`src/design/cmoa_pkg.sv`:
```
// Shared types, constants and calendar helpers for the minute offset adder.
`timescale 1ns / 1ps

package cmoa_pkg;

  localparam int MinPerHour   = 60;
  localparam int HourPerDay   = 24;
  localparam int MinPerDay    = MinPerHour * HourPerDay;
  localparam int MonthPerYear = 12;
  localparam int YearSpan     = 100;
  localparam int MaxDayShift  = 23;

  typedef enum logic [1:0] {
    STATUS_OK      = 2'd0,
    STATUS_WRAP    = 2'd1,
    STATUS_INVALID = 2'd2
  } status_t;

  typedef struct packed {
    logic [4:0]         pad;
    logic signed [15:0] offset_minutes;
    logic [9:0]         millis_in;
    logic [5:0]         second_in;
    logic [5:0]         minute_in;
    logic [4:0]         hour_in;
    logic [4:0]         day_in;
    logic [3:0]         month_in;
    logic [6:0]         year_in;
  } in_t;

  typedef struct packed {
    logic [4:0] pad;
    logic [9:0] millis_out;
    logic [5:0] second_out;
    logic [5:0] minute_out;
    logic [4:0] hour_out;
    logic [4:0] day_out;
    logic [3:0] month_out;
    logic [6:0] year_out;
  } out_t;

  function automatic logic [4:0] month_len(input logic [3:0] month, input logic leap);
    logic [4:0] len;
    case (month) inside
      4'd2:                      len = leap ? 5'd29 : 5'd28;
      4'd4, 4'd6, 4'd9, 4'd11:   len = 5'd30;
      default:                   len = 5'd31;
    endcase
    return len;
  endfunction

endpackage

```
`src/design/calendar_minute_offset_adder.sv`:
```
// Top level of the calendar minute offset adder.
`timescale 1ns / 1ps
// An item is held in the input register, then its result in the result register.
// Throughput: one transaction per cycle while m_tready is high; input and result
// registers form a two-stage pipeline with the offset arithmetic between them.
// Reset: rst is synchronous and active high; it empties both pipeline stages.
// Payload registers are not reset.

module calendar_minute_offset_adder (
  input  logic        clk,
  input  logic        rst,
  input  logic        s_tvalid,
  output logic        s_tready,
  // year_in, month_in, day_in, hour_in, minute_in, second_in, millis_in,
  // offset_minutes, zero fill
  input  logic [63:0] s_tdata,
  output logic        m_tvalid,
  input  logic        m_tready,
  // year_out, month_out, day_out, hour_out, minute_out, second_out, millis_out,
  // zero fill
  output logic [47:0] m_tdata,
  // status
  output logic [1:0]  m_tuser
);

  localparam logic [16:0] Bias = 17'(cmoa_pkg::MaxDayShift * cmoa_pkg::MinPerDay);

  logic              in_valid;
  cmoa_pkg::in_t     in_q;
  logic              res_valid;
  cmoa_pkg::out_t    res_q;
  cmoa_pkg::status_t stat_q;
  logic              stage_adv;

  logic [10:0]       hm;
  logic [16:0]       biased;
  logic [23:0]       day_prod;
  logic [5:0]        ddays_b;
  logic [16:0]       rem_full;
  logic [10:0]       rem;
  logic [19:0]       hour_prod;
  logic [4:0]        hour_new;
  logic [5:0]        minute_new;
  logic              leap;
  logic [4:0]        cur_len;
  logic [4:0]        prev_len;
  logic [3:0]        prev_month;
  logic signed [7:0] day_sum;
  logic              in_ok;

  cmoa_pkg::out_t    res_next;
  cmoa_pkg::status_t stat_next;

  assign stage_adv = !res_valid || m_tready;
  assign s_tready  = !in_valid || stage_adv;

  always_ff @(posedge clk) begin
    if (rst) begin
      in_valid <= 1'b0;
    end else if (s_tready) begin
      in_valid <= s_tvalid;
    end
    if (s_tready && s_tvalid) begin
      in_q <= cmoa_pkg::in_t'(s_tdata);
    end
  end

  always_ff @(posedge clk) begin
    if (rst) begin
      res_valid <= 1'b0;
    end else if (stage_adv) begin
      res_valid <= in_valid;
    end
    if (stage_adv && in_valid) begin
      res_q  <= res_next;
      stat_q <= stat_next;
    end
  end

  // Biased minute total stays positive, so floor division becomes plain division.
  assign hm        = 11'(in_q.hour_in) * 11'(cmoa_pkg::MinPerHour) + 11'(in_q.minute_in);
  assign biased    = 17'(hm) + {in_q.offset_minutes[15], in_q.offset_minutes} + Bias;
  // Divide by 1440 as a shift by 5 and a reciprocal multiply for 45.
  assign day_prod  = 24'(biased[16:5]) * 24'd2913;
  assign ddays_b   = day_prod[22:17];
  assign rem_full  = biased - 17'(ddays_b) * 17'(cmoa_pkg::MinPerDay);
  assign rem       = rem_full[10:0];
  // Divide by 60 as a shift by 2 and a reciprocal multiply for 15.
  assign hour_prod = 20'(rem[10:2]) * 20'd1093;
  assign hour_new  = hour_prod[18:14];
  assign minute_new = 6'(rem - 11'(hour_new) * 11'(cmoa_pkg::MinPerHour));

  assign leap       = (in_q.year_in[1:0] == 2'b00);
  assign cur_len    = cmoa_pkg::month_len(in_q.month_in, leap);
  assign prev_month = (in_q.month_in == 4'd1) ? 4'(cmoa_pkg::MonthPerYear)
                                              : in_q.month_in - 4'd1;
  assign prev_len   = cmoa_pkg::month_len(prev_month, leap);
  assign day_sum    = $signed(8'(in_q.day_in) + 8'(ddays_b) - 8'(cmoa_pkg::MaxDayShift));

  assign in_ok = (in_q.year_in < 7'(cmoa_pkg::YearSpan)) && (in_q.month_in != 4'd0) &&
                 (in_q.month_in <= 4'(cmoa_pkg::MonthPerYear)) &&
                 (in_q.hour_in < 5'(cmoa_pkg::HourPerDay)) &&
                 (in_q.minute_in < 6'(cmoa_pkg::MinPerHour)) &&
                 (in_q.day_in != 5'd0) && (in_q.day_in <= cur_len);

  always_comb begin
    res_next            = '0;
    res_next.millis_out = in_q.millis_in;
    res_next.second_out = in_q.second_in;
    res_next.minute_out = minute_new;
    res_next.hour_out   = hour_new;
    res_next.day_out    = day_sum[4:0];
    res_next.month_out  = in_q.month_in;
    res_next.year_out   = in_q.year_in;
    stat_next           = cmoa_pkg::STATUS_OK;
    if (!in_ok) begin
      res_next.minute_out = in_q.minute_in;
      res_next.hour_out   = in_q.hour_in;
      res_next.day_out    = in_q.day_in;
      stat_next           = cmoa_pkg::STATUS_INVALID;
    end else if (day_sum > $signed({3'b000, cur_len})) begin
      res_next.day_out = 5'(day_sum - $signed({3'b000, cur_len}));
      if (in_q.month_in == 4'(cmoa_pkg::MonthPerYear)) begin
        res_next.month_out = 4'd1;
        if (in_q.year_in == 7'(cmoa_pkg::YearSpan - 1)) begin
          res_next.year_out = 7'd0;
          stat_next         = cmoa_pkg::STATUS_WRAP;
        end else begin
          res_next.year_out = in_q.year_in + 7'd1;
        end
      end else begin
        res_next.month_out = in_q.month_in + 4'd1;
      end
    end else if (day_sum < 8'sd1) begin
      res_next.day_out   = 5'(day_sum + $signed({3'b000, prev_len}));
      res_next.month_out = prev_month;
      if (in_q.month_in == 4'd1) begin
        if (in_q.year_in == 7'd0) begin
          res_next.year_out = 7'(cmoa_pkg::YearSpan - 1);
          stat_next         = cmoa_pkg::STATUS_WRAP;
        end else begin
          res_next.year_out = in_q.year_in - 7'd1;
        end
      end
    end
  end

  assign m_tvalid = res_valid;
  assign m_tdata  = res_q;
  assign m_tuser  = stat_q;

`ifndef SYNTHESIS
  a_ready_when_out_empty: assert property (@(posedge clk) disable iff (rst)
    !m_tvalid |-> s_tready)
    else $error("Input stalled while the result register is empty.");

  a_ok_fields_in_range: assert property (@(posedge clk) disable iff (rst)
    (m_tvalid && m_tuser != cmoa_pkg::STATUS_INVALID) |->
    (res_q.month_out >= 4'd1 && res_q.month_out <= 4'd12 && res_q.hour_out < 5'd24 &&
     res_q.minute_out < 6'd60 && res_q.day_out >= 5'd1 && res_q.year_out < 7'd100))
    else $error("Adjusted date-time field out of range.");

  a_wrap_at_year_edge: assert property (@(posedge clk) disable iff (rst)
    (m_tvalid && m_tuser == cmoa_pkg::STATUS_WRAP) |->
    ((res_q.year_out == 7'd0 && res_q.month_out == 4'd1) ||
     (res_q.year_out == 7'd99 && res_q.month_out == 4'd12)))
    else $error("Year wrap flagged away from a year boundary.");

  a_stage_moves: assert property (@(posedge clk) disable iff (rst)
    (in_valid && stage_adv) |=> m_tvalid)
    else $error("Item in the input register was lost.");
`endif

endmodule

```
`config.mk`:
```
export PLATFORM = sky130hd
export DESIGN_NAME = calendar_minute_offset_adder
export DESIGN_NICKNAME = d
export VERILOG_FILES = /design/src/design/cmoa_pkg.sv /design/src/design/calendar_minute_offset_adder.sv
export SDC_FILE = /design/constraint.sdc
export NUM_CORES = 1
export LEC_CHECK = 0
export ABC_AREA = 1
export BUFFER_PORTS_ARGS = -buffer_cell sky130_fd_sc_hd__buf_2
export CORE_MARGIN = 8
export CORE_UTILIZATION = 50
export DETAILED_ROUTE_END_ITERATION = 8
export PLACE_DENSITY_LB_ADDON = 0.25
export SLEW_MARGIN = 20
export SYNTH_ARGS = -nofsm -noshare
export SYNTH_HDL_FRONTEND = slang
export SYNTH_SLANG_ARGS = --single-unit
```
`constraint.sdc`:
```
create_clock -name clk -period 18.05 [get_ports clk]
set_clock_uncertainty 0.2 [all_clocks]
set_input_delay 3.61 -clock clk [delete_from_list [all_inputs] [get_ports clk]]
set_output_delay 3.61 -clock clk [all_outputs]
set_load 0.01 [all_outputs]
```
== Word-level counts from Yosys, hierarchy flattened ==
Index checks and enable logic that the tools add are counted.

* Memory bits (writable): 0
* Input bits: 68
* Memories: 0
* Bits in latches: 0
* Memory bits (read-only): 0
* Output and inout port bits: 52
* Register bits after elaboration: 106
* Word-level logic and storage cells: 96

* Equality and inequality tests: 13
* Reduce and logical (&&, ||, !) cells: 18
* Shifts and indexed selects: 0
* Div/mod/pow operators: 0
* Order comparisons: 7
* Bitwise logic cells: 0
* Muxes and demuxes: 22
* Multipliers: 5
* $add $sub $neg: 13

{| class="wikitable"
|+ Operators by type and width
! operator !! number
|-
| $mux W16 || 2
|-
| $mux W7 || 4
|-
| $mul A12 B12 Y23 const B || 1
|-
| $mux W11 || 2
|-
| $eq A4 B4 Y1 const B || 5
|-
| $mul A9 B11 Y19 const B || 1
|-
| $add A12 B16 Y17 || 1
|-
| $add A17 B16 Y17 const B || 1
|-
| $eq A4 B3 Y1 const B || 4
|-
| $add A11 B6 Y11 || 1
|-
| $sub A11 B11 Y11 || 1
|-
| $mux W5 || 2
|-
| $mul A5 B4 Y9 const B || 1
|-
| $eq A4 B2 Y1 const B || 2
|-
| $gt A8 B6 Y1 || 1
|-
| $logic_and A1 B1 Y1 || 8
|-
| $lt A8 B2 Y1 const B || 1
|-
| $mux W1 || 8
|-
| $mux W4 || 2
|-
| $reduce_or A4 Y1 || 2
|-
| $sub A7 B5 Y8 const B || 1
|-
| $add A5 B6 Y7 || 1
|-
| $add A7 B1 Y7 const B || 1
|-
| $eq A7 B7 Y1 const B || 1
|-
| 21 further kinds || 24
|}

== Longest topological paths before layout ==
* Depth in word-level cells: 11
* Mapped depth: 76
* Gate-level depth less buffers: 76

== Worst setup path after synthesis ==
Ideal clock, no wire load.

* Path type: register to register
* Start: register in_q[16] in the netlist's numbering
* End: register res_q, in the netlist m_tdata[26] (data pin)
* Library setup time: 269 ps
* Stages on the path, launching flop included: 71
* Path buffers: 0
* Arrival: 14,355 ps
* Clock period less this slack: 14,824 ps
* Path slack: 3,226 ps
* Required time: 17,581 ps
* Path through: edfxtp_1 fa_1 inv_1 fa_1 fa_1 inv_1 ha_1 nand2_1 nor2_1 a211oi_1 or3_1 xnor2_1 ha_1 inv_1 ha_1 a21oi_1 a21boi_1 o21ai_2 [... 35 more ...] ha_1 nand2_1 nor2_1 nand4_1 o2111ai_1 a21oi_1 xor2_1 xor2_1 inv_1 ha_1 ha_1 inv_1 ha_1 a21oi_1 o21ai_0 xnor2_1 xnor2_1 o21ai_0

{| class="wikitable"
|+ RTL lines
! element !! RTL line !! text
|-
| start, declared || calendar_minute_offset_adder.sv:29 || <nowiki>cmoa_pkg::in_t in_q;</nowiki>
|-
| start signal, assigned || calendar_minute_offset_adder.sv:64 || <nowiki>in_q <= cmoa_pkg::in_t'(s_tdata);</nowiki>
|-
| end signal, assigned || calendar_minute_offset_adder.sv:75 || <nowiki>res_q <= res_next;</nowiki>
|-
| end, declared || calendar_minute_offset_adder.sv:31 || <nowiki>cmoa_pkg::out_t res_q;</nowiki>
|}

==> results.toml <==
[synth]
ys_top_cells_by_area = "edfxtp_1 30%, ha_1 21%, fa_1 8.8%, inv_1 7.5%, nand2_1 6.9%"
postSynthAreaPerCell_um2 = 9.08
async_flop_share = 0
ys.flop_type = "edfxtp_1"
synth_seq_cells = 106
ys.warnings.count = 0
syn_area_um2 = 10300
yosys.cell_count.top_type = "inv_1"
yosys.area.top_type = "edfxtp_1"
yosys.cell_types.count = 55
synth.top_cell.area_share = 0.304
synthCells = 1131
synth-edff-count = 104
synthTopCellsByCount = "204 x inv_1, 188 x nand2_1, 174 x ha_1"
yosysSeqAreaShare = 0.308

[timing]
setup_viol = 0
fin_tns_setup_ns = 0
max_slew_margin = 0.419
final_max_slew_viol_count = 0
worst_pin_slew_ns = 0.871
hold_slack_ns = 0.218
hold_viol = 0
fmax_ghz = 0.0613
fin_crit_sh = 0.903
fin_crit_ns = 16.31
rsz0062_at_grt = "false"

[floorplan]
die_x_um = 159
core_area_um2 = 20200
start_util = 0.509
pin_count = 120
die_y_um = 159
dieArea_um2 = 25400
rows = 52

[global_routing]
antenna_found_initial = 0
overflow = 0
grtUsageTotal = 0.173
grt_start_max_net_pins = 46
grt_pass1_vias = 7788
grt_pass1_wl_um = 36600

[cts]
cts_buffers = 9
postCtsResizedCells = 0
cts_tree = "yes"
cts_root_buf = "clkbuf_16"
cts_sinks = 106
clkLatencyLatePin_ns = 0.37
clkTransAtPathRegs_ns = 0.08
cts_setup_buffers = 0
clockBufferDepth = 2
cts-hold-fix-buffers = 0
htreeDepth = 3

[routing]
wl_per_cell_um = 14.1
dr.first_iter.drc_count = 301
dr_total_vias = 7619
postRouteAntennaNets = 0
route.detailed.drc = 0
routed_wl_um = 21300
viasPerCell = 5.04
drt_pass1_iterations = 5

[setup_path]
cp_common_cell = "ha_1"
path_max_fanout = 6
critPathKind = "flip-flop to flip-flop"
end_kind = "flip-flop"
r2r_start = "in_q[16]"
critPathLaunchType = "flip-flop"
crit_required_ns = 17.95
critPathLaunch = "in_q[16]"
crit_slowest_cell = "fa_1"
cp.arrival_ns = 16.21
cpPeakStageDelay_ns = 0.60

[worst_hold_path]
hold_class = "flip-flop to flip-flop"
hp-start = "in_q[29]"

[place]
place_hpwl_um = 17000
portBuffers = 109
gp_congestion = 0.870

[finish]
drive_gt1_frac = 0.133
nNetsFinal = 1523
areaGrowthSynthToFinish_pct = 10.9
final_util = 0.565
antenna_cells = 0

[job]
maxCapViolCount = 0

[outcome]
status = "complete, no violations"
flip-flops by register name, summed over array words and instances, names as in the netlist:
name,flops
in_q,59
m_tuser,2
m_tvalid,1
in_valid,1
m_tdata,43
cells in the final DEF, fill, tap and decap left out, types with 3 or more instances in the layout:
master and n:
nand3_2 6, nor4_1 4, clkinv_8 3, nand3b_1 3
ha_1 174, conb_1 5, a21oi_2 5, buf_2 109
xor2_1 45, or2_2 3, nand2_2 8, clkbuf_16 9
nor2_1 77, o21bai_1 3, o21ai_0 39, xnor2_1 26
inv_1 203, buf_4 3, fa_1 45, nor3_1 7
edfxtp_1 104, nand3_4 3, a211oi_1 3, nand3_1 54
a21o_1 6, nand2_1 188, a21oi_1 47, nand4_1 17
and2_1 3
layer usage:
layer | track usage | wire [um] | vias to the layer above
li1 | - | - | 3931
met3 | 0.0297 | 911 | 20
met5 | 0 | 0 | -
met2 | 0.301 | 10400 | 141
met1 | 0.220 | 9780 | 3527
met4 | 0.0437 | 261 | 0
per-stage QoR:
stage	cell area (um^2)	std cells	worst slack (ns)
floorplan	10300	1135	3.23
finish	11400	1511	1.74
CTS	11400	1511	1.72
global placement	11100	1495	1.99
detailed placement	11100	1495	1.79
global route	11400	1511	0.440
kinds of logic (layout without fill, tap and decap cells):
logic type | after synthesis | in the layout | share of synthesized area
and+or+nand+nor | 380 | 380 | 0.166
buffers and inverters | 228 | 334 | 0.0882
adders and majority gates | 219 | 219 | 0.300
AOI/OAI and AO/OA | 124 | 124 | 0.0726
DFF | 106 | 106 | 0.308
xor gates and xnor gates | 73 | 73 | 0.0648
other | 1 | 5 | 0.000365
layout make-up:
type	count	area, um^2
Fill cell	1832	8780
Multi-Input combinational cell	801	6230
Sequential cell	106	3160
Inverter	206	773
Timing Repair Buffer	112	568
Tap cell	270	338
Clock buffer	9	225
Clock inverter	7	91.3
worst paths after layout:
check             depth (start not counted)  slack, ns           to
hold reg to reg                           0       0.22  m_tdata[29]
setup reg to reg                         71       1.74  m_tdata[26]
setup / recovery                         71       1.74  m_tdata[26]
hold / removal                            0       0.22  m_tdata[29]
critical path: cells and delay by family, from the launching register on:
family,cells,cell delay (ns)
compound gates,10,1.57
simple gates,17,2.16
fa+ha+maj,25,8.72
xor+xnor,7,2.09
buf+inv,12,0.81
flops,1,0.48
Power is not shown: default switching activity piles up to over one toggle a cycle in this logic, so the estimate is an artifact.
